$ cat config.mk
export PLATFORM = sky130hd
export DESIGN_NAME = blal_cell
export DESIGN_NICKNAME = d
export VERILOG_FILES = /design/src/rtl/core/blal_pkg.sv /design/src/rtl/core/blal_cell.sv
export SDC_FILE = /design/constraint.sdc
export NUM_CORES = 1
export LEC_CHECK = 0
export BUFFER_PORTS_ARGS = -buffer_cell sky130_fd_sc_hd__clkbuf_2
export CORE_ASPECT_RATIO = 1.75
export CORE_UTILIZATION = 47
export CTS_CLUSTER_DIAMETER = 150
export CTS_CLUSTER_SIZE = 20
export DETAILED_ROUTE_END_ITERATION = 10
export PLACE_DENSITY = 0.87
export SLEW_MARGIN = 20
export SYNTH_ARGS = -nofsm -noshare
export SYNTH_HDL_FRONTEND = slang
export SYNTH_SLANG_ARGS = --single-unit
$ cat constraint.sdc
create_clock -name clk -period 7.7 [get_ports clk]
set_input_delay 1.155 -clock clk [delete_from_list [all_inputs] [get_ports clk]]
set_output_delay 1.155 -clock clk [all_outputs]
set_load 0.02 [all_outputs]
$ cat src/rtl/core/blal_pkg.sv
package blal_pkg;

	// Defaults for the top-level parameters.
	localparam int DEF_CAPACITY   = 32;
	localparam int DEF_WORD_WIDTH = 32;

	// Operation codes carried on the kind port.
	localparam logic [2:0] KIND_APPEND    = 3'd0;
	localparam logic [2:0] KIND_INSERT    = 3'd1;
	localparam logic [2:0] KIND_POP_FIRST = 3'd2;
	localparam logic [2:0] KIND_POP_LAST  = 3'd3;
	localparam logic [2:0] KIND_REMOVE_AT = 3'd4;
	localparam logic [2:0] KIND_READ_AT   = 3'd5;
	localparam logic [2:0] KIND_FIND      = 3'd6;

	// Status codes carried on the status port.
	localparam logic [2:0] STAT_OK        = 3'd0;
	localparam logic [2:0] STAT_FULL      = 3'd1;
	localparam logic [2:0] STAT_EMPTY     = 3'd2;
	localparam logic [2:0] STAT_BAD_POS   = 3'd3;
	localparam logic [2:0] STAT_NOT_FOUND = 3'd4;

	// What every cell does with its stored entry on each clock.
	typedef enum logic [1:0] {
		ENT_HOLD,
		ENT_INSERT,
		ENT_REMOVE
	} blal_entry_op_t;

	// Control broadcast from the sequencer to the row of cells.
	typedef struct packed {
		blal_entry_op_t entry_op;
		logic           capture;
		logic           find_mode;
		logic           shift;
	} blal_ctrl_t;

endpackage

$ cat src/rtl/core/blal_cell.sv
module blal_cell #(
	parameter int INDEX      = 0,
	parameter int WORD_WIDTH = 32,
	parameter int POS_WIDTH  = 6
) (
	input  logic                    clk,
	input  blal_pkg::blal_ctrl_t    ctrl,
	input  logic [POS_WIDTH-1:0]    pos,
	input  logic [POS_WIDTH-1:0]    count,
	input  logic [WORD_WIDTH-1:0]   word_in,
	input  logic [WORD_WIDTH-1:0]   left_word,
	input  logic [WORD_WIDTH-1:0]   right_word,
	input  logic                    scan_in_hit,
	input  logic [WORD_WIDTH-1:0]   scan_in_word,
	output logic [WORD_WIDTH-1:0]   entry,
	output logic                    scan_hit,
	output logic [WORD_WIDTH-1:0]   scan_word
);
	import blal_pkg::*;

	localparam logic [POS_WIDTH-1:0] MY_IDX   = POS_WIDTH'(INDEX);
	localparam logic [POS_WIDTH-1:0] NEXT_IDX = POS_WIDTH'(INDEX + 1);

	logic [WORD_WIDTH-1:0] entry_q;
	logic                  scan_hit_q;
	logic [WORD_WIDTH-1:0] scan_word_q;
	logic                  match;

	// A find hit needs a live entry; a positional hit only needs the index.
	assign match = ctrl.find_mode ? ((MY_IDX < count) && (entry_q == word_in))
	                              : (MY_IDX == pos);

	always_ff @(posedge clk) begin
		case (ctrl.entry_op)
			ENT_INSERT: begin
				if (MY_IDX == pos) begin
					entry_q <= word_in;
				end else if ((MY_IDX > pos) && (MY_IDX <= count)) begin
					entry_q <= left_word;
				end
			end
			ENT_REMOVE: begin
				if ((MY_IDX >= pos) && (NEXT_IDX < count)) begin
					entry_q <= right_word;
				end
			end
			default: begin
			end
		endcase
	end

	// The scan line samples every cell at once and then drains toward cell zero.
	always_ff @(posedge clk) begin
		if (ctrl.capture) begin
			scan_hit_q  <= match;
			scan_word_q <= entry_q;
		end else if (ctrl.shift) begin
			scan_hit_q  <= scan_in_hit;
			scan_word_q <= scan_in_word;
		end
	end

	assign entry     = entry_q;
	assign scan_hit  = scan_hit_q;
	assign scan_word = scan_word_q;

endmodule

# Yosys cells after proc, flatten, opt, wreduce, memory -nomap -nowiden
# Index checks and enable logic that the tools add are counted.
# classes
muxes,9
multipliers,0
div_mod_pow,0
n_shift,0
magnitude_cmp,5
eq_ne,5
n_addsub,0
bitwise,0
n_reduce_logical,7
# ops
op,count
2-to-1 mux 32 bit,5
one-hot mux 32 bit (2 select lines),1
== test 32 bit,1
less-than comparator 1 x 6 -> 1 bit (first input constant),2
>= comparator 1 x 6 -> 1 bit (first input constant),1
> comparator 1 x 6 -> 1 bit (first input constant),1
less-or-equal comparator 1 x 6 -> 1 bit (first input constant),1
logical NOT 6 bit,1
nonzero test 2 bit,2
logical AND 1 bit,3
2-to-1 mux 1 bit,3
inequality test 3 bit (second input constant),1
AND reduction 3 bit,1
== test 2 x 1 -> 1 bit (second input constant),1
== test 2 bit (second input constant),1
inequality test 2 bit (second input constant),1
# totals
elab_cells,29
mem_bits_ro,0
latch_bits,0
regBits,65
out_inout_bits,65
memories,0
ramBits,0

# Longest topological paths before layout
# logic_depth
word_depth,5
mapped_depth,6
depth_no_buf,5

# Worst setup path before layout
# OpenSTA, ideal clock, no wires.
# synth_path
kind,input to register
startpoint,input port pos[1]
endpoint,"register entry_q[0] (netlist: entry[0]), enable pin"
required_time_ps,7279
setup_time_ps,421
path_slack_ps,4111
stages,4
arrival_ps,3168
cell_sequence,nor4_2 -> nand2_2 -> buf_6 -> nor2_1
# synth_via
elab_chain_len,4
# synth_lines
item,line,rtl
"start, declared",blal_cell.sv:8,"input logic [POS_WIDTH-1:0] pos,"
> comparator 1 x 6 -> 1 bit or >= comparator 1 x 6 -> 1 bit (tied branches),"blal_cell.sv:38, blal_cell.sv:43",
logical AND 1 bit (on tied branches),"blal_cell.sv:38, blal_cell.sv:43",
inequality test 3 bit (no line) or inequality test 2 bit (tied branches),--,
AND reduction 3 bit (no line) *,--,
"end signal, assigned",blal_cell.sv:37,entry_q <= word_in;
"end signal, assigned",blal_cell.sv:39,entry_q <= left_word;
"end signal, assigned",blal_cell.sv:44,entry_q <= right_word;
"end, declared",blal_cell.sv:24,logic [WORD_WIDTH-1:0] entry_q;
# Mark *: on every way between the ends. The rest lies on a longest branch, timed or not.
# A chain may end at the register's enable or synchronous reset.

# Worst setup path in the final report
# layout_path
startpoint,input port pos[1]
endpoint,"register entry_q[23] (netlist: entry[23]), enable pin"
# Same word-level chain as after synthesis.

==> results.yml <==
outcome:
  outcome: "complete, no violations"
synth:
  seq_area_frac_synth: 0.5696
  synth_area_um2: 3427
  synth_async_sr_flop_share: 0
  synth_nets: 412
  syn_area_per_cell_um2: 12.93
  yosysTopAreaCell: "edfxtp_1"
  synth_seq_cells: 65
  yosysWarnings: 0
  netlist_top_cells_area: "edfxtp_1, mux2_2, mux2i_1"
  ys_types: 23
  synth_edf_count: 65
  synth_common_cells: "edfxtp_1, nand2_1, mux2_2, mux2i_1, o21ai_1"
  synth.top_cell.area_share: 0.5696
  synthFlopType: "edfxtp_1"
  synth.most_common_cell: "edfxtp_1"
  synthCells: 265
grt:
  grt-ovfl-total: 0
  grt_max_degree: 65
  use_met1: 0.2752
  grt_pass1_wl_um: 14290
  track_usage: 0.2609
  top_usage_layer: "met2"
  grtUsageMet2: 0.4673
  antenna_found_initial: 0
  grt_pass1_vias: 2968
  grtUsageMet3: 0.05456
floorplan:
  dieArea_um2: 7651
  core-area_um2: 6957
  num_rows: 40
  die_x_um: 66.55
  initial_core_util: 0.4926
  pin_count: 212
  die_h_um: 115.0
final_layout:
  nets: 622
  antenna_cells: 0
  multi_input_area_um2: 1409
  regArea_um2: 1952
  area_delta_synth_final_pct: 40.74
  drive_gt1_frac: 0.5521
  nFillCells: 515
clocking:
  clkLatencyLatePin_ns: 0.32
  cts_max_path_buffers: 2
  ctsHoldBuffers: 0
  clkTransAtPathRegs_ns: 0.05
  post_cts_buffers: 0
  cts_sinks: 65
  numCtsBuffers: 9
  cts_resized: 0
  tritoncts: "done"
  htreeDepth: 3
  root_buffer: "clkbuf_16"
routing:
  drc: 0
  drt_pass1_iterations: 4
  drtIter0Drc: 178
  wire_per_inst_um: 16.98
  wl_um: 9579
  viasPerCell: 5.133
  vias: 2895
  ant_nets: 0
power_and_ir_drop:
  p_total_uw: 932.7
  ir_worst_vdd_v: 0.0001516
  p_leak_uw: 0.002304
  power_switching_uw: 216.8
  clockPowerShare: 0.419
  p_comb_frac: 0.138
  seq_power_share: 0.443
  cellPowerDensity_nw_per_um2: 193.4
  internal-power_uw: 715.9
  switching_share: 0.2325
timing:
  tightest_slew_ns: 0.9299
  setup_tns_ns: 0
  setup_viol: 0
  slew_violations: 0
  fin_worst_skew_ns: 0.006105
  fin_crit_sh: 0.3656
  max_freq_mhz: 355.2
  min_period_ns: 2.815
  slew_headroom: 0.3786
  rsz0062_at_grt: "no"
  finalHoldViolCount: 0
setup_path:
  crit_chain: "clkbuf_2, nor4_2, nand2_2, buf_4, nor2_4"
  crit_path_end_kind: "flop"
  start_kind: "input pin"
  worst_ep_arrival_time_ns: 2.76
  cp_slowest_stage_delay_ns: 0.80
  cp_max_fo: 34
  cp.required_ns: 7.65
  path_class: "in2reg"
  cp_slowest_cell: "nor2_4"
placed_design:
  dp_hpwl_um: 7260
  port_buffers: 211
  place.gp.congestion: 0.8598
hold_path:
  min_path_type: "reg2reg"
job:
  drv_cap: 0
==> final timing paths <==
path                                                to  slack, ns                 from  cells after the start
worst min-delay path            scan_word[9]$_DFFE_PP_       0.64   entry[9]$_DFFE_PP_                      1
worst min register to register  scan_word[9]$_DFFE_PP_       0.64   entry[9]$_DFFE_PP_                      1
worst max register to register      scan_hit$_DFFE_PP_       6.02  entry[23]$_DFFE_PP_                      4
worst max-delay path               entry[23]$_DFFE_PP_       4.88               pos[1]                      5
==> power groups by stage <==
stage               clock network, µW  logic (µW)  registers, µW
finish                            391         129            413
global placement                    0         125            420
floorplan                           0        45.8            439
CTS                               394         130            413
detailed placement                  0         129            420
global route                      406         141            415
==> stage by stage <==
stage          cell area (µm²)  hold slack, ns  cells    util  worst slack [ns]
6_report                  4823          0.6386    564  0.6933             4.885
5_1_grt                   4823          0.6617    564  0.6933             4.807
4_1_cts                   4823          0.6450    564  0.6933             4.894
3_5_place_dp              4537          0.6140    548  0.6522             4.541
3_3_place_gp              4537          0.6166    548  0.6522             4.612
2_1_floorplan             3427          0.7567    265       -             4.111
==> routing by layer <==
| layer | up-vias | wire length (µm) | share of wire |
|---|---|---|---|
| li1 | 1402 | - | - |
| met2 | 139 | 5272 | 0.55 |
| met3 | 18 | 552 | 0.058 |
| met4 | 0 | 277 | 0.029 |
| met5 | - | 0 | 0 |
| met1 | 1336 | 3476 | 0.36 |
==> cells in the final DEF, fill, tap and decap left out <==
master and count:
nor2_4 1, edfxtp_1 65, o21ai_1 31, nand3_1 1
mux2i_1 32, and3_1 1, bufinv_16 1, xor2_1 15
clkinv_1 1, clkbuf_2 211, or2_2 1, nor2_1 2
nor4_2 1, mux2_2 32, nand4_1 4, nor2b_1 1
nand2_1 33, o21ai_0 4, nor3_1 2, buf_4 2
nor4_1 4, nand2_2 1, clkbuf_16 9, o2111ai_1 1
a21oi_1 1, xnor2_1 17, clkinv_2 4, clkinvlp_4 1
nor2b_4 1
==> cells by family after synthesis <==
logic type / count (synthesis) / synth area share
xor+xnor: 32 / 0.08178
buf+inv: 14 / 0.02373
simple gates: 53 / 0.07119
compound gates: 37 / 0.05513
flops: 65 / 0.5696
mux: 64 / 0.1986
==> flip-flops by register name, indices dropped and copies added (netlist names) <==
name	cells
scan_word	32
entry	32
scan_hit	1
==> critical path: cells and delay by family <==
| kind | cells | cell delay (ns) |
|---|---|---|
| AND/OR/NAND/NOR | 3 | 1.16 |
| buffers and inverters | 2 | 0.39 |
==> final cells by class <==
| type | count | share of cell area |
|---|---|---|
| repair buffers | 213 | 0.2220 |
| clock inverters | 7 | 0.01271 |
| multi-input cells | 186 | 0.2921 |
| well taps | 84 | 0.02179 |
| flip-flops and latches | 65 | 0.4047 |
| clock buffers | 9 | 0.04669 |
(Power assumes the default switching activity.)
